**src/hdl/mdu_pkg.sv**
```systemverilog
package mdu_pkg;

   localparam int XLEN = 64;

   typedef enum logic [2:0] {
      OP_MUL    = 3'd0,
      OP_MULH   = 3'd1,
      OP_MULHSU = 3'd2,
      OP_MULHU  = 3'd3,
      OP_DIV    = 3'd4,
      OP_DIVU   = 3'd5,
      OP_REM    = 3'd6,
      OP_REMU   = 3'd7
   } op_type;

   localparam logic [6:0] GROUP_M = 7'd1;

   // one beat in flight through the divide array
   typedef struct packed {
      logic            valid;
      logic            illegal;
      logic [4:0]      dest;
      logic            is_div;
      logic            sel_rem;
      logic            neg;
      logic [XLEN-1:0] rem;
      logic [XLEN-1:0] quo;
      logic [XLEN-1:0] dvs;
   } stage_type;

endpackage

```
**src/hdl/mdu_div_stage.sv**
```systemverilog
module mdu_div_stage
   import mdu_pkg::*;
(
   input  logic      clock,
   input  logic      reset,
   input  logic      enable,
   input  stage_type prev_stage,
   output stage_type stage_out
);

   stage_type       stage_ff;
   stage_type       stage_in;
   logic [XLEN:0]   trial;
   logic [XLEN:0]   diff;
   logic            fits;

   always_comb begin
      trial    = {prev_stage.rem, prev_stage.quo[XLEN-1]};
      diff     = trial - {1'b0, prev_stage.dvs};
      // no borrow means the divisor fits
      fits     = !diff[XLEN];
      stage_in = prev_stage;
      if (prev_stage.is_div) begin
         stage_in.rem = fits ? diff[XLEN-1:0] : trial[XLEN-1:0];
         stage_in.quo = {prev_stage.quo[XLEN-2:0], fits};
      end
   end

   always_ff @(posedge clock) begin
      if (reset) begin
         stage_ff.valid <= 1'b0;
      end else if (enable) begin
         stage_ff <= stage_in;
      end
   end

   assign stage_out = stage_ff;

endmodule

```
**config.mk**
```make
export PLATFORM = sky130hd
export DESIGN_NAME = mdu_div_stage
export DESIGN_NICKNAME = d
export VERILOG_FILES = /design/src/hdl/mdu_pkg.sv /design/src/hdl/mdu_div_stage.sv
export SDC_FILE = /design/constraint.sdc
export NUM_CORES = 1
export LEC_CHECK = 0
export BUFFER_PORTS_ARGS = -buffer_cell sky130_fd_sc_hd__buf_2
export CAP_MARGIN = 20
export CORE_AREA = 3 3 167 169
export CTS_CLUSTER_SIZE = 16
export DETAILED_ROUTE_END_ITERATION = 6
export DIE_AREA = 0 0 170 172
export MAX_ROUTING_LAYER = met4
export PLACE_DENSITY = 0.83
export SYNTH_ARGS = -nofsm -noshare
export SYNTH_HDL_FRONTEND = slang
export SYNTH_SLANG_ARGS = --single-unit
```
**constraint.sdc**
```tcl
create_clock -name clock -period 10.5 [get_ports clock]
set_clock_uncertainty 0.05 [all_clocks]
set_input_delay 1.05 -clock clock [delete_from_list [all_inputs] [get_ports clock]]
set_output_delay 1.05 -clock clock [all_outputs]
set_load 0.05 [all_outputs]
```
Word-level counts from Yosys, hierarchy flattened
Cells that the tools add are included.
Widths: inputs -> output; s select.
{ "op_classes": {"n_addsub": 1, "n_mux": 2, "n_bitwise": 1, "reduce_logical": 2} }
{ "ops": {"columns": ["op", "count"], "rows": [
  ["$mux 128", 1],
  ["$sub 65x64->65", 1],
  ["$mux 64", 1],
  ["$reduce_and 2->1", 1],
  ["$logic_not 1->1", 1],
  ["$not 1->1", 1]
]} }
{ "word_totals": {"ff_bits": 202, "inputBits": 205, "output_inout_bits": 202, "wordCells": 15} }

Depth between registers and ports, before layout
Gate-level depths: netlist of run 1.
{ "logic_depth": {"ltp_word": 3, "mapped_depth": 15, "mapped_depth_nobuf": 13} }

Worst setup path before layout of run 1
Ideal clock, no wire load.
{ "synth_path": {"path_type": "input -> register", "start": "input reset", "end": "register stage_ff (netlist bit stage_out[0]) (enable)", "arrival_time_ns": 9.946, "path_slack_ns": -0.289, "stages": 1, "n_path_buf": 0, "cell_sequence": "nor2b_1"} }
{ "synth_via": {"elab_chain_len": 2} }
{ "synth_lines": {"columns": ["element", "line", "text"], "rows": [
  ["start, declared", "mdu_div_stage.sv:5", "input logic reset,"],
  ["$not 1->1 (no source line)", null, null],
  ["$reduce_and 2->1 (no source line)", null, null],
  ["end signal, assigned", "mdu_div_stage.sv:33", "stage_ff <= stage_in;"],
  ["end, declared", "mdu_div_stage.sv:11", "stage_type stage_ff;"]
]} }
Every way passes these cells.
A chain may end at the register's enable or synchronous reset.

==> run_results.csv, run 1 <==
group,metric,value,unit
critical_path,worst_r2r_path_depth,2,
layout,register_cell_area_after_layout,0.00606,mm^2
clock_network,tritoncts_num_sinks,202,
worst_hold_path,worst_hold_path_type,"reg2reg",
status,status,"complete, no violations",
routing,drt-pass1-iter-count,5,
sta,finalSetupTns,0,ns
routing,drc,0,
sta,report.final.slew_viol_count,0,
synthesis,mappedNetlistNets,1447,
global_routing,grt.overflow.total,0,
sta,fin_worst_hold_slack,0.456,ns
worst_hold_path,holdPathEnd,"stage_out[201]$_SDFFE_PP0P_",
power,ir_drop,122,uV
critical_path,worst-endpoint-required,10.72,ns
place,dp.final_hpwl,29300,um
clock_network,cts-hold-fix-buffers,0,
synthesis,post_synth_main_area_contributors,"sky130_fd_sc_hd__edfxtp_1, sky130_fd_sc_hd__ha_1, sky130_fd_sc_hd__mux2_2",
critical_path,crit_path_top_delay_cell,"sky130_fd_sc_hd__or4_1",
power,pwr-share-clk,31.8,%
critical_path,critical_path.cell_chain,"buf_2 -> inv_1 -> ha_1 -> nand2_1 -> or4_1 -> nor3_1 -> a32oi_1 -> a21oi_2 -> o21ai_2 -> mux2i_4 -> nor2_4 -> buf_4 -> buf_4 -> mux2_1 -> mux2_2",
layout,final_layout_size_suffix_gt1_share,33.1,%
power,post-layout-total-power,2540,uW
power,switching_share,34.1,%
synthesis,ys_top_cells_by_count,"sky130_fd_sc_hd__edfxtp_1, sky130_fd_sc_hd__a21oi_1, sky130_fd_sc_hd__nor2_1",
critical_path,timing.critical_path.mode_cell,"sky130_fd_sc_hd__buf_4",
clock_network,cts-resized-gates,0,
power,internal_power,1670,uW
critical_path,timing_worst_setup_path_type,"in2reg",
sta,timing.slew.headroom,27.8,%
power,power-per-cell-area,165,mW/mm^2
floorplan,io_pins,407,
layout,layout.nets,1826,
floorplan,floorplan.die.height,172,um
synthesis,synth.ff_latch_count,202,
critical_path,slowest_delay,0.59,ns
floorplan,design.core.area,0.0267,mm^2
sta,report.final.setup_viol,0,
global_routing,grt_start_max_net_pins,87,
critical_path,worst-r2r-setup-slack,9.87,ns
layout,largest_register_ffs,202,
place,port_buffers,406,
layout,multiInputGateArea,0.00573,mm^2
power,pwr-share-seq,38.7,%
critical_path,setup.worst_path.end_class,"flop",
floorplan,num_rows,60,
power,comb_power_share,29.5,%
sta,finalCriticalPeriod,4.85,ns
synthesis,yosys.area.top_type_share,48.8,%
clock_network,clock-root-buffer,"sky130_fd_sc_hd__clkbuf_16",
clock_network,worstSkewPairLatency,0.51,ns
routing,vias_per_cell,5.64,
layout,fillCellCount,2263,
clock_network,clock_tree.htree_level_count,1,
place,routabilityCongestion,0.911,
floorplan,initial_utilization,46.3,%
critical_path,reg2reg_from,"stage_out[201]$_SDFFE_PP0P_",
floorplan,dieArea,0.0292,mm^2
global_routing,first_global_vias,10435,
synthesis,mappedNetlistArea,0.0124,mm^2
synthesis,share_of_synthesized_flip_flops_with_an_asynchronous_set_or_reset,0,%
critical_path,setup.worst_path.start_class,"input pin",
clock_network,tritoncts,"done",
routing,initial_drc_count,740,
synthesis,synth_flop_cell,"sky130_fd_sc_hd__edfxtp_1",
sta,worst_pin_slew,1.08,ns
layout,layout-area-overhead-vs-synth,24.8,%
worst_hold_path,min_delay_path_depth,2,
power,power.static_leakage,0.00669,uW
sta,rsz0062_at_grt,"false",
clock_network,cts.repair_timing.setup_buffer_count,0,
power,power.switching,866,uW
synthesis,synth-seq-area-share,49.0,%
sta,period_utilization,46.2,%
routing,postRouteWirelength,38000,um
floorplan,floorplan.die.width,170,um
synthesis,number_of_enable_flip_flop_cells_after_synthesis,201,
synthesis,syn-mean-instance-area,10.5,um^2
routing,final_antenna_net_count,0,
sta,max_freq,0.206,GHz
clock_network,cts.reportedPaths.clkPinSlew,0.06,ns
run,count_of_max_cap_constraint_violations,0,
global_routing,groute.usage.overall,25.0,%
worst_hold_path,hold_path_startpoint,"stage_out[201]$_SDFFE_PP0P_",
synthesis,synth_top_cell_by_area,"sky130_fd_sc_hd__edfxtp_1",
synthesis,syn-instance-count,1177,
global_routing,antenna_found_initial,8,
synthesis,yosys.cell_count.top_type,"sky130_fd_sc_hd__edfxtp_1",
global_routing,first_pass_grt_wire_length,56300,um
synthesis,unique_masters_post_synth,66,
critical_path,cp_max_fo,36,
routing,dr_total_vias,10840,
sta,count_of_endpoints_failing_hold_in_the_final_timing_report,0,
clock_network,cts-buffers-inserted,24,
synthesis,yosys_warnings,0,
clock_network,cts_max_path_buffers,3,
critical_path,crit-reg2reg-capture,"stage_out[201]$_SDFFE_PP0P_",
critical_path,arrival,5.08,ns
routing,wire_per_inst,19.8,um
[layer usage]
layer | up-vias | track usage, % | share of wire [%]
li1 | 5116 | - | -
met1 | 5148 | 27.9 | 38
met2 | 475 | 43.5 | 50
met3 | 101 | 5.51 | 7.8
met4 | 0 | 10.7 | 4.4
met5 | - | - | 0
[worst max-delay path: cells and delay by family]
kind | cells | cell delay (ns)
AND/OR/NAND/NOR | 4 | 1.02
multiplexers | 3 | 0.86
buffers and inverters | 4 | 1.18
adder cells (fa/ha/maj) | 1 | 0.39
AO/OA/AOI/OAI | 3 | 0.57
[per-stage QoR]
| step | area, um^2 | utilization (%) | setup slack (ns) | cells |
|---|---|---|---|---|
| after floorplan | 12400 | - | 3.73 | 1177 |
| final | 15400 | 57.7 | 5.65 | 1923 |
| after global routing | 15400 | 57.7 | 5.37 | 1922 |
| after global placement | 14600 | 54.7 | 5.19 | 1870 |
| after detailed placement | 14600 | 54.8 | 5.11 | 1871 |
| after CTS | 15400 | 57.6 | 5.63 | 1914 |
[cell families after synthesis]
| family | after synthesis | share of synthesized area [%] |
|---|---|---|
| muxes | 115 | 10.1 |
| AOI/OAI and AO/OA | 304 | 14.9 |
| buffers and inverters | 148 | 4.77 |
| and+or+nand+nor | 287 | 10.7 |
| xor gates and xnor gates | 56 | 3.97 |
| DFF | 202 | 49.0 |
| adders and majority gates | 65 | 6.64 |
[power groups by stage]
stage / Clock (uW) / Combinational, uW / Sequential [uW]
detailed placement: 0 / 740 / 999
floorplan: 0 / 331 / 1220
global route: 861 / 804 / 987
CTS: 824 / 745 / 983
global placement: 0 / 728 / 998
finish: 807 / 749 / 983
[layout make-up]
type                       count  share of cell area, %
clock buffer                  29                   4.01
sequential                   202                   39.2
antenna                        9                  0.146
tap                          341                   2.77
multi-input combinational    827                   37.1
clock inverter                14                  0.941
inverter                      86                   2.09
timing repair buffer         415                   13.7
[cells in the final DEF, fill, tap and decap left out, drive strengths merged, types with 21 or more instances in the layout]
cell	synthesis	final
a21oi	121	121
a31oi	21	21
buf	14	415
clkbuf	48	29
edfxtp	201	201
ha	64	64
inv	86	88
mux2	64	64
mux2i	51	51
nand2	75	75
nor2	107	107
o21ai	65	65
xnor2	27	27
xor2	29	29
[how the worst max path moves through the flow]
stage / depth (start not counted) / end / slack (ns) / startpoint
after floorplan: 1 / stage_out[0]$_DFFE_PP_ / 3.73 / enable
after global placement: 15 / stage_out[181]$_DFFE_PP_ / 5.19 / prev_stage[19]
after detailed placement: 15 / stage_out[181]$_DFFE_PP_ / 5.11 / prev_stage[19]
after CTS: 15 / stage_out[181]$_DFFE_PP_ / 5.63 / prev_stage[19]
after global routing: 16 / stage_out[181]$_DFFE_PP_ / 5.37 / prev_stage[127]
final: 15 / stage_out[181]$_DFFE_PP_ / 5.65 / prev_stage[19]
(Power assumes the default switching activity.)
==> inputs of run 2 (changes only) <==
CORE_AREA = 3 3 159 161   (was 3 3 167 169)
DIE_AREA = 0 0 162 164   (was 0 0 170 172)
PLACE_DENSITY = 0.87   (was 0.83)
clock period = 4.6 ns   (was 10.5 ns; I/O delays follow)
==> run 2 against run 1 <==
- power increased by 120%
- highest routed layer unchanged
- largest cell class unchanged
- worst hold slack got worse by 0.39 ns
- combinational power increased by 130%
- register-to-register slack got worse by 5.9 ns
- clock power increased by 110%
==> run_results.csv, run 2 (synthesized netlist as in run 1, its figures left out) <==
group,metric,value,unit
status,status,"complete, no violations",
global_routing,groute.usage.overall,27.9,%
critical_path,setup.worst_path.start_class,"input pin",
critical_path,slowest_delay,0.51,ns
critical_path,worst_r2r_path_depth,2,
critical_path,cp_max_fo,38,
clock_network,tritoncts,"done",
critical_path,critical_path_depth,14,
place,place_worst_setup_slack,0.558,ns
layout,layout.nets,1828,
clock_network,clock-root-buffer,"sky130_fd_sc_hd__clkbuf_16",
clock_network,clock_tree.htree_level_count,1,
routing,final_antenna_net_count,0,
floorplan,floorplan.die.width,162,um
critical_path,crit-reg2reg-capture,"stage_out[201]$_SDFFE_PP0P_",
layout,most-common-layout-cells,"sky130_fd_sc_hd__buf_2, sky130_fd_sc_hd__edfxtp_1, sky130_fd_sc_hd__a21oi_1, sky130_fd_sc_hd__nor2_1, sky130_fd_sc_hd__inv_1",
power,internal_power,3730,uW
place,port_buffers,406,
place,routabilityCongestion,0.958,
critical_path,crit_path_top_delay_cell,"sky130_fd_sc_hd__or4_1",
routing,wire_per_inst,19.9,um
critical_path,timing_worst_setup_path_type,"in2reg",
clock_network,cts-hold-fix-buffers,0,
sta,report.final.setup_viol,0,
routing,dr_total_vias,10774,
floorplan,num_rows,57,
sta,finalSetupTns,0,ns
routing,postRouteWirelength,38000,um
layout,largest_register_ffs,202,
sta,timing.slew.headroom,38.7,%
critical_path,worst_setup_path_startpoint,"prev_stage[29]",
floorplan,dieArea,0.0266,mm^2
critical_path,worst-r2r-setup-slack,3.97,ns
place,dp_cells,1857,
power,switching_share,34.2,%
floorplan,design.core.area,0.0241,mm^2
power,power.static_leakage,0.00669,uW
worst_hold_path,hold_path_startpoint,"prev_stage[195]",
power,comb_power_share,30.5,%
critical_path,reg2reg_from,"stage_out[201]$_SDFFE_PP0P_",
layout,most_common_cell_after_layout_fill_and_taps_aside,"sky130_fd_sc_hd__buf_2",
run,count_of_max_cap_constraint_violations,0,
sta,report.final.slew_viol_count,0,
power,pwr-share-clk,29.9,%
critical_path,worst-endpoint-required,4.80,ns
clock_network,worstSkewPairLatency,0.51,ns
power,power.switching,1940,uW
clock_network,cts_max_path_buffers,3,
sta,max_freq,0.282,GHz
sta,setup_slack,1.05,ns
global_routing,first_global_vias,10327,
sta,period_utilization,77.2,%
critical_path,timing.critical_path.max_delay_family,"simple AND/OR/NAND/NOR gates",
routing,initial_drc_count,960,
floorplan,io_pins,407,
global_routing,first_pass_grt_wire_length,56600,um
routing,drc,0,
critical_path,worstSetupEndpoint,"stage_out[136]$_DFFE_PP_",
layout,layout-area-overhead-vs-synth,24.6,%
layout,final_layout_size_suffix_gt1_share,33.2,%
global_routing,grt.overflow.total,0,
critical_path,arrival,3.75,ns
critical_path,setup.worst_path.end_class,"flop",
clock_network,cts.repair_timing.setup_buffer_count,0,
critical_path,critical_path.cell_chain,"buf_2 -> inv_1 -> ha_1 -> nand4_1 -> nor2_1 -> nand3_1 -> or4_1 -> a21oi_2 -> o21ai_2 -> mux2i_4 -> nor2_4 -> buf_12 -> mux2i_1 -> a21oi_1",
worst_hold_path,worst_hold_path_type,"in2reg",
layout,finalNonFillerCells,1909,
routing,vias_per_cell,5.64,
floorplan,floorplan.die.height,164,um
power,power-per-cell-area,368,mW/mm^2
power,pwr-share-seq,39.6,%
sta,worst_pin_slew,0.919,ns
sta,finalCriticalPeriod,3.55,ns
clock_network,cts-resized-gates,0,
clock_network,cts-buffers-inserted,23,
sta,fin_worst_hold_slack,0.0702,ns
global_routing,antenna_found_initial,12,
power,ir_drop,314,uV
clock_network,tritoncts_num_sinks,202,
global_routing,grt_start_max_net_pins,127,
critical_path,critPathBufInv,3,
routing,drt-pass1-iter-count,5,
place,dp.final_hpwl,29500,um
floorplan,initial_utilization,51.3,%
clock_network,cts.reportedPaths.clkPinSlew,0.06,ns
sta,count_of_endpoints_failing_hold_in_the_final_timing_report,0,
sta,rsz0062_at_grt,"false",
run 2: routing by layer:
metal  share of wire, %  global-route usage, %  up-vias
met5                  0                      -        -
li1                   -                      -     5120
met4                3.2                   8.69        0
met1                 38                   31.3     5145
met2                 51                   49.8      443
met3                7.5                   5.98       66
run 2: power groups by stage:
| stage | sequential, uW | clock [uW] | combinational (uW) |
|---|---|---|---|
| 6_report | 2240 | 1690 | 1730 |
| 5_1_grt | 2250 | 1810 | 1850 |
| 4_1_cts | 2250 | 1720 | 1720 |
| 3_5_place_dp | 2280 | 0 | 1710 |
| 3_3_place_gp | 2280 | 0 | 1680 |
| 2_1_floorplan | 2770 | 0 | 756 |
run 2: layout make-up:
cell class | count | area, um^2
inverter | 86 | 323
antenna | 12 | 30.0
timing repair buffer | 418 | 2180
clock inverter | 11 | 87.6
sequential | 202 | 6060
multi-input combinational | 827 | 5730
clock buffer | 29 | 598
tap | 324 | 405
fill | 1924 | 8700
run 2: how the worst min path moves through the flow:
stage | to | depth (start not counted) | slack, ns
after floorplan | stage_out[201]$_SDFFE_PP0P_ | 1 | 0.48
after global placement | stage_out[201]$_SDFFE_PP0P_ | 2 | 0.42
after detailed placement | stage_out[201]$_SDFFE_PP0P_ | 2 | 0.45
after CTS | stage_out[195]$_DFFE_PP_ | 1 | 0.05
after global routing | stage_out[195]$_DFFE_PP_ | 1 | 0.05
final | stage_out[195]$_DFFE_PP_ | 1 | 0.07
run 2: through the flow:
stage	area, um^2	util, %	total power (uW)
global placement	14700	60.9	3960
global route	15400	63.9	5910
finish	15400	63.9	5660
floorplan	12400	-	3530
CTS	15400	63.8	5690
detailed placement	14700	60.9	3990
